File: config.mk
export PLATFORM = sky130hd
export DESIGN_NAME = bounded_priority_job_scheduler_unit
export DESIGN_NICKNAME = d
export VERILOG_FILES = /design/src/hdl/bpjs_pkg.sv /design/src/hdl/bounded_priority_job_scheduler_unit.sv /design/src/hdl/bpjs_ram.sv
export VERILOG_INCLUDE_DIRS = /design/src /design/src/hdl
export SDC_FILE = /design/constraint.sdc
export NUM_CORES = 2
export LEC_CHECK = 0
export BUFFER_PORTS_ARGS = -buffer_cell sky130_fd_sc_hd__buf_4
export CAP_MARGIN = 20
export CORE_MARGIN = 5
export CORE_UTILIZATION = 45
export CTS_CLUSTER_SIZE = 28
export DETAILED_ROUTE_END_ITERATION = 6
export RECOVER_POWER = 50
export SYNTH_ARGS = -nofsm -noshare
export SYNTH_HDL_FRONTEND = slang
export SYNTH_SLANG_ARGS = --single-unit
File: constraint.sdc
create_clock -name i_clk -period 11.3 [get_ports i_clk]
set_input_delay 1.13 -clock i_clk [delete_from_list [all_inputs] [get_ports i_clk]]
set_output_delay 1.13 -clock i_clk [all_outputs]
set_load 0.01 [all_outputs]
File: src/hdl/bounded_priority_job_scheduler_unit_macros.svh
// ----------------------------------------------------------------------------
// Scheduler assertion macros
// Immediate-cycle and next-cycle implication checks, clocked and reset-gated.
// ----------------------------------------------------------------------------
`ifndef BOUNDED_PRIORITY_JOB_SCHEDULER_UNIT_MACROS_SVH
`define BOUNDED_PRIORITY_JOB_SCHEDULER_UNIT_MACROS_SVH

// check cons in the same cycle as ante
`define BPJS_ASSERT_NOW(lbl, clk, rst_n, ante, cons) \
    lbl: assert property (@(posedge clk) disable iff (!rst_n) (ante) |-> (cons)) \
        else $error("scheduler check failed");

// check cons in the cycle after ante
`define BPJS_ASSERT_NEXT(lbl, clk, rst_n, ante, cons) \
    lbl: assert property (@(posedge clk) disable iff (!rst_n) (ante) |=> (cons)) \
        else $error("scheduler check failed");

`endif

File: src/hdl/bpjs_pkg.sv
// ----------------------------------------------------------------------------
// bpjs_pkg
// Word types and codes shared by the job scheduler modules.
// ----------------------------------------------------------------------------
package bpjs_pkg;

    localparam logic [2:0] CMD_SCHEDULE   = 3'd0;
    localparam logic [2:0] CMD_TAKE       = 3'd1;
    localparam logic [2:0] CMD_COMPLETE   = 3'd2;
    localparam logic [2:0] CMD_SUPERSEDE  = 3'd3;
    localparam logic [2:0] CMD_CANCEL_PRI = 3'd4;
    localparam logic [2:0] CMD_CANCEL_ALL = 3'd5;
    localparam logic [2:0] CMD_MAINT      = 3'd6;
    localparam logic [2:0] CMD_CLOSE      = 3'd7;

    localparam logic [3:0] K_ACCEPTED  = 4'd0;
    localparam logic [3:0] K_REJECTED  = 4'd1;
    localparam logic [3:0] K_JOB       = 4'd2;
    localparam logic [3:0] K_MAINT     = 4'd3;
    localparam logic [3:0] K_CLOSED    = 4'd4;
    localparam logic [3:0] K_PEND_CANC = 4'd5;
    localparam logic [3:0] K_ACT_CANC  = 4'd6;
    localparam logic [3:0] K_DONE      = 4'd7;
    localparam logic [3:0] K_NEW_GEN   = 4'd8;

    localparam logic [1:0] CFG_MAX_PENDING = 2'd0;
    localparam logic [1:0] CFG_HOVER_RANK  = 2'd1;
    localparam logic [1:0] CFG_INTER_MAX   = 2'd2;

    typedef struct packed {
        logic [2:0]  command;
        logic [2:0]  job_priority;
        logic [31:0] job_key;
        logic [31:0] job_generation;
        logic [3:0]  worker_index;
        logic        already_cancelled;
        logic        stop_request;
        logic [31:0] seen_maint_gen;
    } t_in;

    typedef struct packed {
        logic [3:0]  kind;
        logic [31:0] out_key;
        logic [31:0] out_generation;
        logic [2:0]  out_priority;
        logic [31:0] out_sequence;
        logic [3:0]  out_slot;
        logic [31:0] maint_gen;
        logic [4:0]  pending_now;
        logic        is_closed;
        logic        last;
    } t_out;

    typedef struct packed {
        logic [31:0] key;
        logic [31:0] gen;
        logic [2:0]  prio;
        logic [31:0] seq;
    } t_pend;

    typedef struct packed {
        logic [3:0]  kind;
        logic [31:0] key;
        logic [31:0] gen;
        logic [2:0]  prio;
        logic [31:0] seq;
        logic [3:0]  slot;
    } t_rec;

endpackage

File: src/hdl/bounded_priority_job_scheduler_unit.sv
// ----------------------------------------------------------------------------
// bounded_priority_job_scheduler_unit
// Bounded priority job scheduler with pending table and worker slots.
// ----------------------------------------------------------------------------
// A command is taken when i_start is high and o_busy is low. The sequencer
// works through the command in passes over the pending table memory, in
// which each pending entry is read and then evaluated, and in slot scans
// that visit each worker slot in turn; a schedule runs up to four table
// passes and one slot scan, a take two table passes. All results of a
// command are then played out on o_res, one per cycle on consecutive cycles
// marked by o_strobe, the final one with last set. The receiver cannot
// stall, so results must be taken as shown.
// Configuration writes are always ready and take effect at once, also
// during a command.
// ----------------------------------------------------------------------------
`include "bounded_priority_job_scheduler_unit_macros.svh"

module bounded_priority_job_scheduler_unit #(
    parameter int PENDING_DEPTH = 16,
    parameter int WORKER_SLOTS  = 4
) (
    input  logic              i_clk,
    input  logic              i_rst_n,
    input  logic              i_start,
    output logic              o_busy,
    input  bpjs_pkg::t_in     i_in,
    output logic              o_strobe,
    output bpjs_pkg::t_out    o_res,
    input  logic              i_cfg_valid,
    output logic              o_cfg_ready,
    input  logic [1:0]        i_cfg_index,
    input  logic [4:0]        i_cfg_data
);

    localparam int AW   = (PENDING_DEPTH > 1) ? $clog2(PENDING_DEPTH) : 1;
    localparam int CW   = $clog2(PENDING_DEPTH + 1);
    localparam int RDEP = PENDING_DEPTH + WORKER_SLOTS + 1;
    localparam int RAW  = $clog2(RDEP);
    localparam int RCW  = $clog2(RDEP + 1);
    localparam int SIW  = (WORKER_SLOTS > 1) ? $clog2(WORKER_SLOTS) : 1;

    typedef enum logic [5:0] {
        S_IDLE = 6'b000001,
        S_RD   = 6'b000010,
        S_EV   = 6'b000100,
        S_SLOT = 6'b001000,
        S_NEXT = 6'b010000,
        S_OUT  = 6'b100000
    } t_state;

    typedef enum logic [2:0] {
        PM_HOVER, PM_KEY, PM_PRIO, PM_ALL, PM_IDX, PM_WORST, PM_BEST
    } t_pmode;

    typedef enum logic [1:0] {SM_SUP, SM_EQ, SM_BUSY} t_smode;

    t_state r_state, n_state;
    t_pmode r_pmode, n_pmode;
    t_smode r_smode, n_smode;
    bpjs_pkg::t_in   r_item;
    bpjs_pkg::t_pend r_best, n_best;
    logic [2:0]      r_ph, n_ph;
    logic [CW-1:0]   r_cnt, n_cnt, r_rd, n_rd, r_wr, n_wr, r_tgt, n_tgt;
    logic            r_rej, n_rej, r_iemit, n_iemit;
    logic [SIW-1:0]  r_si, n_si;
    logic [RCW-1:0]  r_nres, n_nres, r_oi, n_oi;
    logic [31:0]     r_seq, n_seq, r_maint, n_maint;
    logic            r_closed, n_closed;
    logic            r_ov, n_ov, r_olast, n_olast;
    logic [4:0]      r_maxp;
    logic [2:0]      r_hover, r_imr;
    logic            r_sbusy [WORKER_SLOTS];
    logic [31:0]     r_sgen  [WORKER_SLOTS];
    logic [2:0]      r_sprio [WORKER_SLOTS];

    logic            s_wr, s_clr;
    logic [SIW-1:0]  s_widx;

    logic            pm_we;
    logic [AW-1:0]   pm_waddr;
    bpjs_pkg::t_pend pm_wdata, pm_rdata;
    logic            em_v;
    bpjs_pkg::t_rec  em, rb_rdata;
    logic [9:0]      lim;
    logic            widx_ok, rm, better;

    bpjs_ram #(.DEPTH(PENDING_DEPTH), .WIDTH($bits(bpjs_pkg::t_pend)), .AW(AW)) u_pend (
        .i_clk   (i_clk),
        .i_we    (pm_we),
        .i_waddr (pm_waddr),
        .i_wdata (pm_wdata),
        .i_raddr (r_rd[AW-1:0]),
        .o_rdata (pm_rdata)
    );

    bpjs_ram #(.DEPTH(RDEP), .WIDTH($bits(bpjs_pkg::t_rec)), .AW(RAW)) u_res (
        .i_clk   (i_clk),
        .i_we    (em_v && (r_nres < RCW'(RDEP))),
        .i_waddr (r_nres[RAW-1:0]),
        .i_wdata (em),
        .i_raddr (r_oi[RAW-1:0]),
        .o_rdata (rb_rdata)
    );

    assign widx_ok = ({1'b0, r_item.worker_index} < 5'(WORKER_SLOTS));
    assign s_widx  = r_item.worker_index[SIW-1:0];

    always_comb begin
        if (r_maxp == 5'd0) begin
            lim = 10'd1;
        end else begin
            lim = {5'd0, r_maxp};
        end
        if (lim > 10'(PENDING_DEPTH)) begin
            lim = 10'(PENDING_DEPTH);
        end
    end

    always_comb begin
        n_state  = r_state;
        n_pmode  = r_pmode;
        n_smode  = r_smode;
        n_best   = r_best;
        n_ph     = r_ph;
        n_cnt    = r_cnt;
        n_rd     = r_rd;
        n_wr     = r_wr;
        n_tgt    = r_tgt;
        n_rej    = r_rej;
        n_iemit  = r_iemit;
        n_si     = r_si;
        n_nres   = r_nres;
        n_oi     = r_oi;
        n_seq    = r_seq;
        n_maint  = r_maint;
        n_closed = r_closed;
        n_ov     = 1'b0;
        n_olast  = 1'b0;
        s_wr     = 1'b0;
        s_clr    = 1'b0;
        pm_we    = 1'b0;
        pm_waddr = r_wr[AW-1:0];
        pm_wdata = pm_rdata;
        em_v     = 1'b0;
        em       = '0;
        rm       = 1'b0;
        better   = 1'b0;

        unique case (r_state)
            S_IDLE: begin
                if (i_start) begin
                    n_state = S_NEXT;
                    n_ph    = 3'd0;
                    n_nres  = '0;
                end
            end
            S_RD: begin
                if (r_rd == r_cnt) begin
                    if (r_pmode != PM_WORST && r_pmode != PM_BEST) begin
                        n_cnt = r_wr;
                    end
                    n_state = S_NEXT;
                end else begin
                    n_state = S_EV;
                end
            end
            S_EV: begin
                n_rd    = r_rd + CW'(1);
                n_state = S_RD;
                unique case (r_pmode)
                    PM_HOVER: rm = (pm_rdata.prio == r_hover);
                    PM_KEY: begin
                        if (!r_rej && pm_rdata.key == r_item.job_key) begin
                            if (r_item.job_priority > pm_rdata.prio) begin
                                n_rej = 1'b1;
                            end else begin
                                rm = 1'b1;
                            end
                        end
                    end
                    PM_PRIO:  rm = (pm_rdata.prio == r_item.job_priority);
                    PM_ALL:   rm = 1'b1;
                    PM_IDX:   rm = (r_rd == r_tgt);
                    PM_WORST: better = (r_rd == '0) || (pm_rdata.prio > r_best.prio) ||
                                       (pm_rdata.prio == r_best.prio &&
                                        pm_rdata.seq < r_best.seq);
                    PM_BEST:  better = (r_rd == '0) || (pm_rdata.prio < r_best.prio) ||
                                       (pm_rdata.prio == r_best.prio &&
                                        pm_rdata.seq > r_best.seq);
                    default:  rm = 1'b0;
                endcase
                if (r_pmode == PM_WORST || r_pmode == PM_BEST) begin
                    if (better) begin
                        n_best = pm_rdata;
                        n_tgt  = r_rd;
                    end
                end else if (rm) begin
                    if (r_pmode != PM_IDX || r_iemit) begin
                        em_v = 1'b1;
                        em   = '{bpjs_pkg::K_PEND_CANC, pm_rdata.key, pm_rdata.gen,
                                 pm_rdata.prio, pm_rdata.seq, 4'd0};
                    end
                end else begin
                    pm_we = 1'b1;
                    n_wr  = r_wr + CW'(1);
                end
            end
            S_SLOT: begin
                case (r_smode)
                    SM_SUP:  rm = r_sbusy[r_si] && (r_sprio[r_si] >= r_item.job_priority);
                    SM_EQ:   rm = r_sbusy[r_si] && (r_sprio[r_si] == r_item.job_priority);
                    default: rm = r_sbusy[r_si];
                endcase
                if (rm) begin
                    em_v = 1'b1;
                    em   = '{bpjs_pkg::K_ACT_CANC, 32'd0, r_sgen[r_si], r_sprio[r_si],
                             32'd0, 4'(r_si)};
                end
                if (r_si == SIW'(WORKER_SLOTS - 1)) begin
                    n_state = S_NEXT;
                end else begin
                    n_si = r_si + SIW'(1);
                end
            end
            S_NEXT: begin
                n_ph = r_ph + 3'd1;
                unique case (r_item.command)
                    bpjs_pkg::CMD_SCHEDULE: begin
                        case (r_ph)
                            3'd0: begin
                                if (r_item.already_cancelled || r_closed) begin
                                    em_v = 1'b1;
                                    em   = '{bpjs_pkg::K_REJECTED, r_item.job_key,
                                             r_item.job_generation, r_item.job_priority,
                                             32'd0, 4'd0};
                                    n_state = S_OUT;
                                end else begin
                                    n_seq = (r_seq == 32'hFFFF_FFFF) ? 32'd1 : r_seq + 32'd1;
                                    if (r_item.job_priority == r_hover) begin
                                        n_state = S_RD;
                                        n_pmode = PM_HOVER;
                                    end
                                end
                            end
                            3'd1: begin
                                if (r_item.job_priority <= r_imr) begin
                                    n_state = S_SLOT;
                                    n_smode = SM_SUP;
                                end
                            end
                            3'd2: begin
                                n_state = S_RD;
                                n_pmode = PM_KEY;
                            end
                            3'd3: begin
                                if (r_rej) begin
                                    em_v = 1'b1;
                                    em   = '{bpjs_pkg::K_REJECTED, r_item.job_key,
                                             r_item.job_generation, r_item.job_priority,
                                             32'd0, 4'd0};
                                    n_state = S_OUT;
                                end else if ((10'(r_cnt) >= lim) && (r_cnt != '0)) begin
                                    n_state = S_RD;
                                    n_pmode = PM_WORST;
                                end else begin
                                    n_ph = 3'd5;
                                end
                            end
                            3'd4: begin
                                if (r_item.job_priority > r_best.prio) begin
                                    em_v = 1'b1;
                                    em   = '{bpjs_pkg::K_REJECTED, r_item.job_key,
                                             r_item.job_generation, r_item.job_priority,
                                             32'd0, 4'd0};
                                    n_state = S_OUT;
                                end else begin
                                    n_state = S_RD;
                                    n_pmode = PM_IDX;
                                    n_iemit = 1'b1;
                                end
                            end
                            default: begin
                                em_v    = 1'b1;
                                n_state = S_OUT;
                                if (r_cnt == CW'(PENDING_DEPTH)) begin
                                    em = '{bpjs_pkg::K_REJECTED, r_item.job_key,
                                           r_item.job_generation, r_item.job_priority,
                                           32'd0, 4'd0};
                                end else begin
                                    em = '{bpjs_pkg::K_ACCEPTED, r_item.job_key,
                                           r_item.job_generation, r_item.job_priority,
                                           r_seq, 4'd0};
                                    pm_we    = 1'b1;
                                    pm_waddr = r_cnt[AW-1:0];
                                    pm_wdata = '{r_item.job_key, r_item.job_generation,
                                                 r_item.job_priority, r_seq};
                                    n_cnt    = r_cnt + CW'(1);
                                end
                            end
                        endcase
                    end
                    bpjs_pkg::CMD_TAKE: begin
                        case (r_ph)
                            3'd0: begin
                                if (r_closed || r_item.stop_request) begin
                                    em_v    = 1'b1;
                                    em.kind = bpjs_pkg::K_CLOSED;
                                    n_state = S_OUT;
                                end else if (r_maint != r_item.seen_maint_gen ||
                                             r_cnt == '0) begin
                                    em_v    = 1'b1;
                                    em.kind = bpjs_pkg::K_MAINT;
                                    n_state = S_OUT;
                                end else begin
                                    n_state = S_RD;
                                    n_pmode = PM_BEST;
                                end
                            end
                            3'd1: begin
                                s_wr    = widx_ok;
                                em_v    = 1'b1;
                                em      = '{bpjs_pkg::K_JOB, r_best.key, r_best.gen,
                                            r_best.prio, r_best.seq, 4'd0};
                                n_state = S_RD;
                                n_pmode = PM_IDX;
                                n_iemit = 1'b0;
                            end
                            default: n_state = S_OUT;
                        endcase
                    end
                    bpjs_pkg::CMD_COMPLETE: begin
                        s_clr   = widx_ok && r_sbusy[s_widx] &&
                                  (r_sgen[s_widx] == r_item.job_generation);
                        em_v    = 1'b1;
                        em.kind = bpjs_pkg::K_DONE;
                        n_state = S_OUT;
                    end
                    bpjs_pkg::CMD_SUPERSEDE: begin
                        case (r_ph)
                            3'd0: begin
                                if (r_item.job_priority == r_hover) begin
                                    n_state = S_RD;
                                    n_pmode = PM_HOVER;
                                end
                            end
                            3'd1: begin
                                if (r_item.job_priority <= r_imr) begin
                                    n_state = S_SLOT;
                                    n_smode = SM_SUP;
                                end
                            end
                            default: begin
                                em_v    = 1'b1;
                                em.kind = bpjs_pkg::K_DONE;
                                n_state = S_OUT;
                            end
                        endcase
                    end
                    bpjs_pkg::CMD_CANCEL_PRI: begin
                        case (r_ph)
                            3'd0: begin
                                n_state = S_RD;
                                n_pmode = PM_PRIO;
                            end
                            3'd1: begin
                                n_state = S_SLOT;
                                n_smode = SM_EQ;
                            end
                            default: begin
                                em_v    = 1'b1;
                                em.kind = bpjs_pkg::K_DONE;
                                n_state = S_OUT;
                            end
                        endcase
                    end
                    default: begin
                        case (r_ph)
                            3'd0: begin
                                if (r_item.command == bpjs_pkg::CMD_CLOSE && r_closed) begin
                                    em_v    = 1'b1;
                                    em.kind = bpjs_pkg::K_DONE;
                                    n_state = S_OUT;
                                end else begin
                                    if (r_item.command == bpjs_pkg::CMD_CLOSE) begin
                                        n_closed = 1'b1;
                                    end
                                    n_state = S_RD;
                                    n_pmode = PM_ALL;
                                end
                            end
                            3'd1: begin
                                n_state = S_SLOT;
                                n_smode = SM_BUSY;
                            end
                            default: begin
                                em_v    = 1'b1;
                                n_state = S_OUT;
                                if (r_item.command == bpjs_pkg::CMD_MAINT) begin
                                    em.kind = bpjs_pkg::K_NEW_GEN;
                                    n_maint = (r_maint == 32'hFFFF_FFFF) ? 32'd1 :
                                              r_maint + 32'd1;
                                end else begin
                                    em.kind = bpjs_pkg::K_DONE;
                                end
                            end
                        endcase
                    end
                endcase
                if (n_state == S_RD) begin
                    n_rd  = '0;
                    n_wr  = '0;
                    n_rej = 1'b0;
                end
                if (n_state == S_SLOT) begin
                    n_si = '0;
                end
                if (n_state == S_OUT) begin
                    n_oi = '0;
                end
            end
            S_OUT: begin
                n_ov    = 1'b1;
                n_olast = (r_oi == r_nres - RCW'(1));
                if (n_olast) begin
                    n_state = S_IDLE;
                end else begin
                    n_oi = r_oi + RCW'(1);
                end
            end
            default: n_state = S_IDLE;
        endcase
        if (em_v && (r_nres < RCW'(RDEP))) begin
            n_nres = r_nres + RCW'(1);
        end
    end

    always_ff @(posedge i_clk) begin
        if (!i_rst_n) begin
            r_state  <= S_IDLE;
            r_cnt    <= '0;
            r_seq    <= '0;
            r_maint  <= '0;
            r_closed <= 1'b0;
            r_ov     <= 1'b0;
            r_olast  <= 1'b0;
            r_nres   <= '0;
            r_maxp   <= 5'd16;
            r_hover  <= 3'd0;
            r_imr    <= 3'd1;
            for (int s = 0; s < WORKER_SLOTS; s++) begin
                r_sbusy[s] <= 1'b0;
                r_sgen[s]  <= '0;
                r_sprio[s] <= '0;
            end
        end else begin
            r_state  <= n_state;
            r_cnt    <= n_cnt;
            r_seq    <= n_seq;
            r_maint  <= n_maint;
            r_closed <= n_closed;
            r_ov     <= n_ov;
            r_olast  <= n_olast;
            r_nres   <= n_nres;
            if (i_cfg_valid) begin
                unique case (i_cfg_index)
                    bpjs_pkg::CFG_MAX_PENDING: r_maxp  <= i_cfg_data;
                    bpjs_pkg::CFG_HOVER_RANK:  r_hover <= i_cfg_data[2:0];
                    bpjs_pkg::CFG_INTER_MAX:   r_imr   <= i_cfg_data[2:0];
                    default: ;
                endcase
            end
            if (s_wr) begin
                r_sbusy[s_widx] <= 1'b1;
                r_sgen[s_widx]  <= r_best.gen;
                r_sprio[s_widx] <= r_best.prio;
            end
            if (s_clr) begin
                r_sbusy[s_widx] <= 1'b0;
            end
        end
    end

    always_ff @(posedge i_clk) begin
        if (r_state == S_IDLE && i_start) begin
            r_item <= i_in;
        end
        r_pmode <= n_pmode;
        r_smode <= n_smode;
        r_best  <= n_best;
        r_ph    <= n_ph;
        r_rd    <= n_rd;
        r_wr    <= n_wr;
        r_tgt   <= n_tgt;
        r_rej   <= n_rej;
        r_iemit <= n_iemit;
        r_si    <= n_si;
        r_oi    <= n_oi;
    end

    assign o_busy      = (r_state != S_IDLE);
    assign o_cfg_ready = 1'b1;
    assign o_strobe    = r_ov;

    always_comb begin
        o_res.kind           = rb_rdata.kind;
        o_res.out_key        = rb_rdata.key;
        o_res.out_generation = rb_rdata.gen;
        o_res.out_priority   = rb_rdata.prio;
        o_res.out_sequence   = rb_rdata.seq;
        o_res.out_slot       = rb_rdata.slot;
        o_res.maint_gen      = r_maint;
        o_res.pending_now    = 5'(r_cnt);
        o_res.is_closed      = r_closed;
        o_res.last           = r_olast;
    end

    `BPJS_ASSERT_NOW(a_cnt_bound, i_clk, i_rst_n, 1'b1, r_cnt <= CW'(PENDING_DEPTH))
    `BPJS_ASSERT_NEXT(a_accept_busy, i_clk, i_rst_n, i_start && !o_busy, o_busy)
    `BPJS_ASSERT_NEXT(a_burst_contig, i_clk, i_rst_n, o_strobe && !o_res.last, o_strobe)
    `BPJS_ASSERT_NOW(a_burst_busy, i_clk, i_rst_n, o_strobe && !o_res.last, r_state == S_OUT)

endmodule

File: src/hdl/bpjs_ram.sv
// ----------------------------------------------------------------------------
// bpjs_ram
// Single write port, single read port memory with registered read data.
// ----------------------------------------------------------------------------
module bpjs_ram #(
    parameter int DEPTH = 16,
    parameter int WIDTH = 8,
    parameter int AW    = 4
) (
    input  logic             i_clk,
    input  logic             i_we,
    input  logic [AW-1:0]    i_waddr,
    input  logic [WIDTH-1:0] i_wdata,
    input  logic [AW-1:0]    i_raddr,
    output logic [WIDTH-1:0] o_rdata
);

    logic [WIDTH-1:0] r_mem [DEPTH];
    logic [WIDTH-1:0] r_rdata;

    always_ff @(posedge i_clk) begin
        if (i_we) begin
            r_mem[i_waddr] <= i_wdata;
        end
        r_rdata <= r_mem[i_raddr];
    end

    assign o_rdata = r_rdata;

endmodule

After elaboration in Yosys (flattened, before gate mapping)
Memories as Yosys holds them, arrays and structs flattened. A register that Yosys moved wholly into a read port is not among the register bits.
Index checks and enable logic that the tools add are counted.

word-level totals
  memories = 5
  output and inout bits = 149
  input port bits = 119
  memory bits (writable) = 3975
  flip-flop bits (word level) = 333
  logic and storage cells = 386

operators by class
  $add $sub $neg = 10
  eq/ne operators = 80
  $lt $le $gt $ge = 12
  reductions and logical operators = 70
  bitwise gates (word level) = 7
  mux-type cells = 169

memory list
  name          depth  width  read ports  clocked after Yosys merged registers in  wr ports  RTL line                                   text
  u_res.r_mem   21     107    1           1                                        1         bpjs_ram.sv:18                             logic [WIDTH-1:0] r_mem [DEPTH];
  u_pend.r_mem  16     99     1           1                                        1         bpjs_ram.sv:18
  r_sgen        4      32     2           2                                        4         bounded_priority_job_scheduler_unit.sv:73  logic [31:0] r_sgen [WORKER_SLOTS];
  r_sprio       4      3      1           1                                        4         bounded_priority_job_scheduler_unit.sv:74  logic [2:0] r_sprio [WORKER_SLOTS];
  r_sbusy       4      1      2           2                                        4         bounded_priority_job_scheduler_unit.sv:72  logic r_sbusy [WORKER_SLOTS];

operator list
  operator               count
  $mux 106               4
  $mux 104               4
  $pmux 104 s4           1
  $mux 99                4
  $pmux 107 s3           1
  $pmux 103 s2           1
  $mux 103               1
  $mux 32                3
  $mux 6                 13
  $mux 5                 15
  $add 32x1->32 const B  2
  $eq 32x32->1           2
  $eq 32x32->1 const B   2
  $mux 3                 20
  $pmux 6 s5             2
  $mux 1                 50
  $pmux 6 s2             4
  $ne 2x2->1 const B     20
  $pmux 5 s2             4
  $pmux 6 s6             1
  $gt 32x32->1           1
  $lt 32x32->1           1
  $ne 32x32->1           1
  $reduce_or 32->1       1
  other kinds (66)       190

Longest topological paths before layout
  depth after elaboration = 15
  gate-level depth with buffers = 12
  gate-level depth less buffers = 12

Hierarchy
From an unflattened synthesis, not the netlist that was laid out.

second synthesis, totals
  cells, all modules = 9607
  area, all modules = 175308.1 um^2

modules (own cells, without submodules)
  module                               times used  cells an instance  area each (um^2)  sequential area each (um^2)
  bpjs_ram (u_res)                     1           4806               88232.1           69616.8
  bpjs_ram (u_pend)                    1           2534               61211.2           49547.5
  bounded_priority_job_scheduler_unit  1           2267               25864.8           13432.9

Least setup slack after synthesis
Ideal clock, no wire load.

  path type = register to register
  from = reg r_best[9] (netlist name)
  to = reg r_best[0] (netlist name) (enable)
  library setup time = 725 ps
  arrival = 9773 ps
  data required time = 10575 ps
  period minus slack after synthesis = 10498 ps
  path slack = 802 ps
  stages on the path, launching flop included = 11
  path buffers = 0
  path through = edfxtp_1 inv_1 ha_1 a21o_1 a21o_1 a2111oi_0 o21ai_0 a211o_1 a211oi_1 nor3_1 o32ai_1

between the ends
  longest elaborated chain between the ends = 6
  elaborated cells between the ends (all ways) = 9
  those cells by class = 2 x order compare; 2 x mux; 5 x reduce/logical

ends and longest elaborated chain
  item                                          RTL line                                                                                text
  start: declaration                            bounded_priority_job_scheduler_unit.sv:61                                               bpjs_pkg::t_pend r_best, n_best;
  start signal: assignment                      bounded_priority_job_scheduler_unit.sv:489                                              r_best <= n_best;
  $gt 32x32->1 or $lt 32x32->1 (tied branches)  bounded_priority_job_scheduler_unit.sv:189, bounded_priority_job_scheduler_unit.sv:186
  $logic_and 1x1->1 (on tied branches)          bounded_priority_job_scheduler_unit.sv:188, bounded_priority_job_scheduler_unit.sv:185
  $logic_or 1x1->1 (on tied branches)           bounded_priority_job_scheduler_unit.sv:187, bounded_priority_job_scheduler_unit.sv:184
  $pmux 1 s2 *                                  bounded_priority_job_scheduler_unit.sv:170                                              unique case (r_pmode)
  $mux 1 *                                      bounded_priority_job_scheduler_unit.sv:149                                              unique case (r_state)
  $reduce_and 3->1 (no source line) *           n/a

Mark *: on every way between the ends. The rest lies on a longest branch, timed or not. The select of a mux whose other input is x is not followed.
A chain may end at the register's enable or synchronous reset.

==> impl_metrics.py <==
metrics = {
    "status": {
        "run_status": "complete, but fails checks",
        "violations_in_the_final_reports": "capacitance limit, slew limit",
    },
    "clock_tree": {
        "worstSkewPairLatency_ps": 960,
        "clock_tree.root_cell": "sky130_fd_sc_hd__clkbuf_16",
        "max-clock-path-buffers": 4,
        "tritoncts": "built",
        "count_of_instances_resized_after_the_clock_tree_is_built": 0,
        "cts_bufs_inserted": 444,
        "numClockSinks": 4474,
        "cts.htree.levels": 5,
        "postCtsSetupRepairBufs": 0,
        "clk_pin_slew_worst_paths_ps": 60,
        "cts_hold_fix_bufs": 0,
    },
    "timing": {
        "final.setup.worst_slack_ps": 2770,
        "setup_total_negative_slack_ps": 0,
        "skew_ps": 41.1,
        "final_period_minus_worst_setup_slack_ps": 8530,
        "layout_worst_path_cycle_share_pct": 75.5,
        "slew_headroom_pct": -194,
        "report.final.slew_viol_count": 1004,
        "slew_at_the_pin_closest_to_its_max_slew_limit_ps": 4410,
        "grt_setup_unrepaired": "no",
        "hold_viol_final": 0,
        "max_freq_mhz": 117,
        "setup_viol_count_final": 0,
    },
    "worst_setup_path": {
        "timing.critical_path.arrival_ps": 9330,
        "worst_path_most_repeated_cell": "sky130_fd_sc_hd__clkbuf_1",
        "path_max_fanout": 34,
        "required_ps": 12100,
        "cp_cell_sequence": "nor4b_1 > and2_0 > clkbuf_1 > inv_1 > nor3_4 > clkbuf_1 > nand3_1 > nor3_1 > clkbuf_1 > and2_1",
        "worst-setup-path-type": "reg2reg",
        "setup.worst_path.end_class": "register",
        "reg2regPathDepth": 10,
        "timing.critical_path.slowest_cell_delay_ps": 1660,
        "worst_path_max_delay_cell": "sky130_fd_sc_hd__clkbuf_1",
        "startpoint_type": "register",
    },
    "yosys": {
        "postSynth.asyncResetShare_pct": 0,
        "synthTopCellsByArea": "sky130_fd_sc_hd__edfxtp_1 (73%), sky130_fd_sc_hd__mux4_2 (16%), sky130_fd_sc_hd__dfxtp_1 (3.5%)",
        "netlist.area_leader.share_pct": 72.6,
        "post-synth-top-area-cell": "sky130_fd_sc_hd__edfxtp_1",
        "dominantRegCellSynth": "sky130_fd_sc_hd__edfxtp_1",
        "most_frequent_cell_after_synthesis": "sky130_fd_sc_hd__edfxtp_1",
        "yosysUniqueCellTypes": 84,
        "synth.ff_latch_count": 4474,
        "post_synth_inst_count": 7969,
        "syn-mean-instance-area_um2": 21.6,
        "synth_seq_area_share_pct": 76.2,
        "mapped_area_um2": 172000,
        "synthesis.yosys.warnings": 0,
        "post_synth_most_frequent_cells": "sky130_fd_sc_hd__edfxtp_1 (4169), sky130_fd_sc_hd__mux4_2 (1194), sky130_fd_sc_hd__dfxtp_1 (305)",
        "synth-edff-count": 4169,
    },
    "placement": {
        "dpl_worst_slack_ps": 5500,
        "dp_hpwl_mm": 255,
        "gpl.final_weighted_congestion": 0.861,
        "port_buffers": 264,
    },
    "drt": {
        "final_antenna_net_count": 0,
        "wl_per_cell_um": 31.6,
        "drcViolationCount": 0,
        "first_iter_violations": 9489,
        "vias_after_detailed_routing": 83128,
        "drt_first_pass_iters": 6,
        "via_per_inst": 5.99,
        "wl_mm": 438,
    },
    "floorplan": {
        "die-height_um": 629,
        "rows": 227,
        "floorplan.die_area_um2": 396000,
        "dieWidth_um": 629,
        "pin_count": 268,
        "starting_utilization_of_the_core_area_pct": 45.1,
        "core_area_um2": 382000,
    },
    "global_route": {
        "grt_antenna_before_repair": 46,
        "grt_pass1_vias": 83779,
        "grt_usage_pct": 21.8,
        "grt_first_pass_wirelength_mm": 626,
        "largest_net_degree_at_the_start_of_global_routing": 154,
        "global_route.overflow_total": 0,
    },
    "final_layout": {
        "layout-area-overhead-vs-synth_pct": 12.8,
        "layout_net_count": 8629,
        "drive_above_1_share_pct": 23.9,
    },
    "pwr": {
        "power_density_nw_per_um2": 170,
        "power.ir.vdd_worst_uv": 136,
        "leakage_nw": 66.9,
    },
    "worst_hold_path": {
        "worst_hold_path.num_cells": 1,
        "hold_path.class": "in2reg",
    },
    "run": {
        "drv.max_cap_violation_count": 30,
    },
}
[stage by stage]
step / area, µm² / cells / utilization, % / total power [mW] / hold slack [ps]
4_1_cts: 195000 / 13855 / 51.2 / 33.3 / 248
3_3_place_gp: 181000 / 13024 / 47.4 / 18.8 / 476
5_1_grt: 194000 / 13868 / 50.9 / 34.1 / 327
6_report: 194000 / 13880 / 50.9 / 33.1 / 363
3_5_place_dp: 181000 / 13026 / 47.4 / 18.8 / 482
2_1_floorplan: 172000 / 7970 / - / 18.6 / 424
[worst max-delay path, delay by kind of cell, from the launching register on]
family / cells / cell delay [ps]
buf+inv: 4 / 4870
simple gates: 6 / 2990
flops: 1 / 430
[power breakdown]
| part | internal [mW] | total, mW | switching (mW) | leakage (nW) |
|---|---|---|---|---|
| combinational | 0.174 | 0.452 | 0.278 | 15.0 |
| clock | 8.41 | 14.6 | 6.19 | 7.07 |
| sequential | 17.9 | 18.0 | 0.0712 | 44.8 |
| total | 26.5 | 33.1 | 6.54 | 66.9 |
[final timing paths]
kind	startpoint	end	slack [ps]
min reg2reg	u_pend.o_rdata[84]	r_best[84]	480
max	r_state[3]	r_sgen[0][5]	2770
min	i_in[2]	r_item[2]	360
max reg2reg	r_state[3]	r_sgen[0][5]	2770
[cell type report]
| type | instances | area [µm²] |
|---|---|---|
| flip-flops and latches | 4474 | 131000 |
| diodes | 20 | 50.0 |
| repair buffers | 442 | 2770 |
| fillers | 29834 | 188000 |
| clock inverters | 241 | 2370 |
| multi-input cells | 2961 | 39200 |
| inverters | 116 | 437 |
| well taps | 5038 | 6300 |
| clock buffers | 588 | 12100 |
[cell usage in the layout, fill, tap and decap left out, types with 67 or more instances in the layout]
cell	Yosys	routed
sky130_fd_sc_hd__mux2i_1	120	120
sky130_fd_sc_hd__a21oi_1	148	146
sky130_fd_sc_hd__edfxtp_1	4169	4169
sky130_fd_sc_hd__ha_1	71	71
sky130_fd_sc_hd__nand2_1	116	116
sky130_fd_sc_hd__o21ai_0	82	79
sky130_fd_sc_hd__and2_1	151	88
sky130_fd_sc_hd__a22oi_1	68	68
sky130_fd_sc_hd__xor2_1	117	117
sky130_fd_sc_hd__clkbuf_1	262	329
sky130_fd_sc_hd__clkbuf_4	0	91
sky130_fd_sc_hd__xnor2_1	67	67
sky130_fd_sc_hd__mux4_2	1194	1194
sky130_fd_sc_hd__clkinv_2	0	79
sky130_fd_sc_hd__nor2_1	294	282
sky130_fd_sc_hd__clkinv_1	2	88
sky130_fd_sc_hd__clkbuf_16	0	448
sky130_fd_sc_hd__inv_1	113	112
sky130_fd_sc_hd__mux2_1	0	95
sky130_fd_sc_hd__buf_4	7	105
sky130_fd_sc_hd__dfxtp_1	305	302
[sequential cells by signal, summed over array words and instances (netlist names), 6 cells and up, named ones only]
| name | cells |
|---|---|
| u_res.o_rdata | 105 |
| r_sgen | 128 |
| r_state | 6 |
| r_item | 108 |
| r_best | 99 |
| u_res.r_mem | 2205 |
| r_seq | 32 |
| u_pend.o_rdata | 99 |
| r_maint | 32 |
| u_pend.r_mem | 1584 |
| r_sprio | 12 |
[kinds of logic after synthesis]
| group | Yosys count | share of synthesized area [%] |
|---|---|---|
| simple gates | 821 | 2.40 |
| compound gates | 473 | 1.85 |
| fa+ha+maj | 71 | 0.515 |
| flops | 4474 | 76.2 |
| buf+inv | 535 | 1.22 |
| other cells | 2 | 0.00436 |
| xor+xnor | 184 | 0.935 |
| mux | 1409 | 16.9 |
[metal layers]
| layer | track usage [%] | routed length [µm] | up-vias |
|---|---|---|---|
| li1 | - | - | 34131 |
| met1 | 31.5 | 183000 | 45029 |
| met2 | 34.9 | 212000 | 3397 |
| met3 | 3.14 | 30600 | 561 |
| met4 | 5.97 | 12600 | 10 |
| met5 | 0 | 68 | - |
No activity file was read; power rests on OpenSTA's default activity.
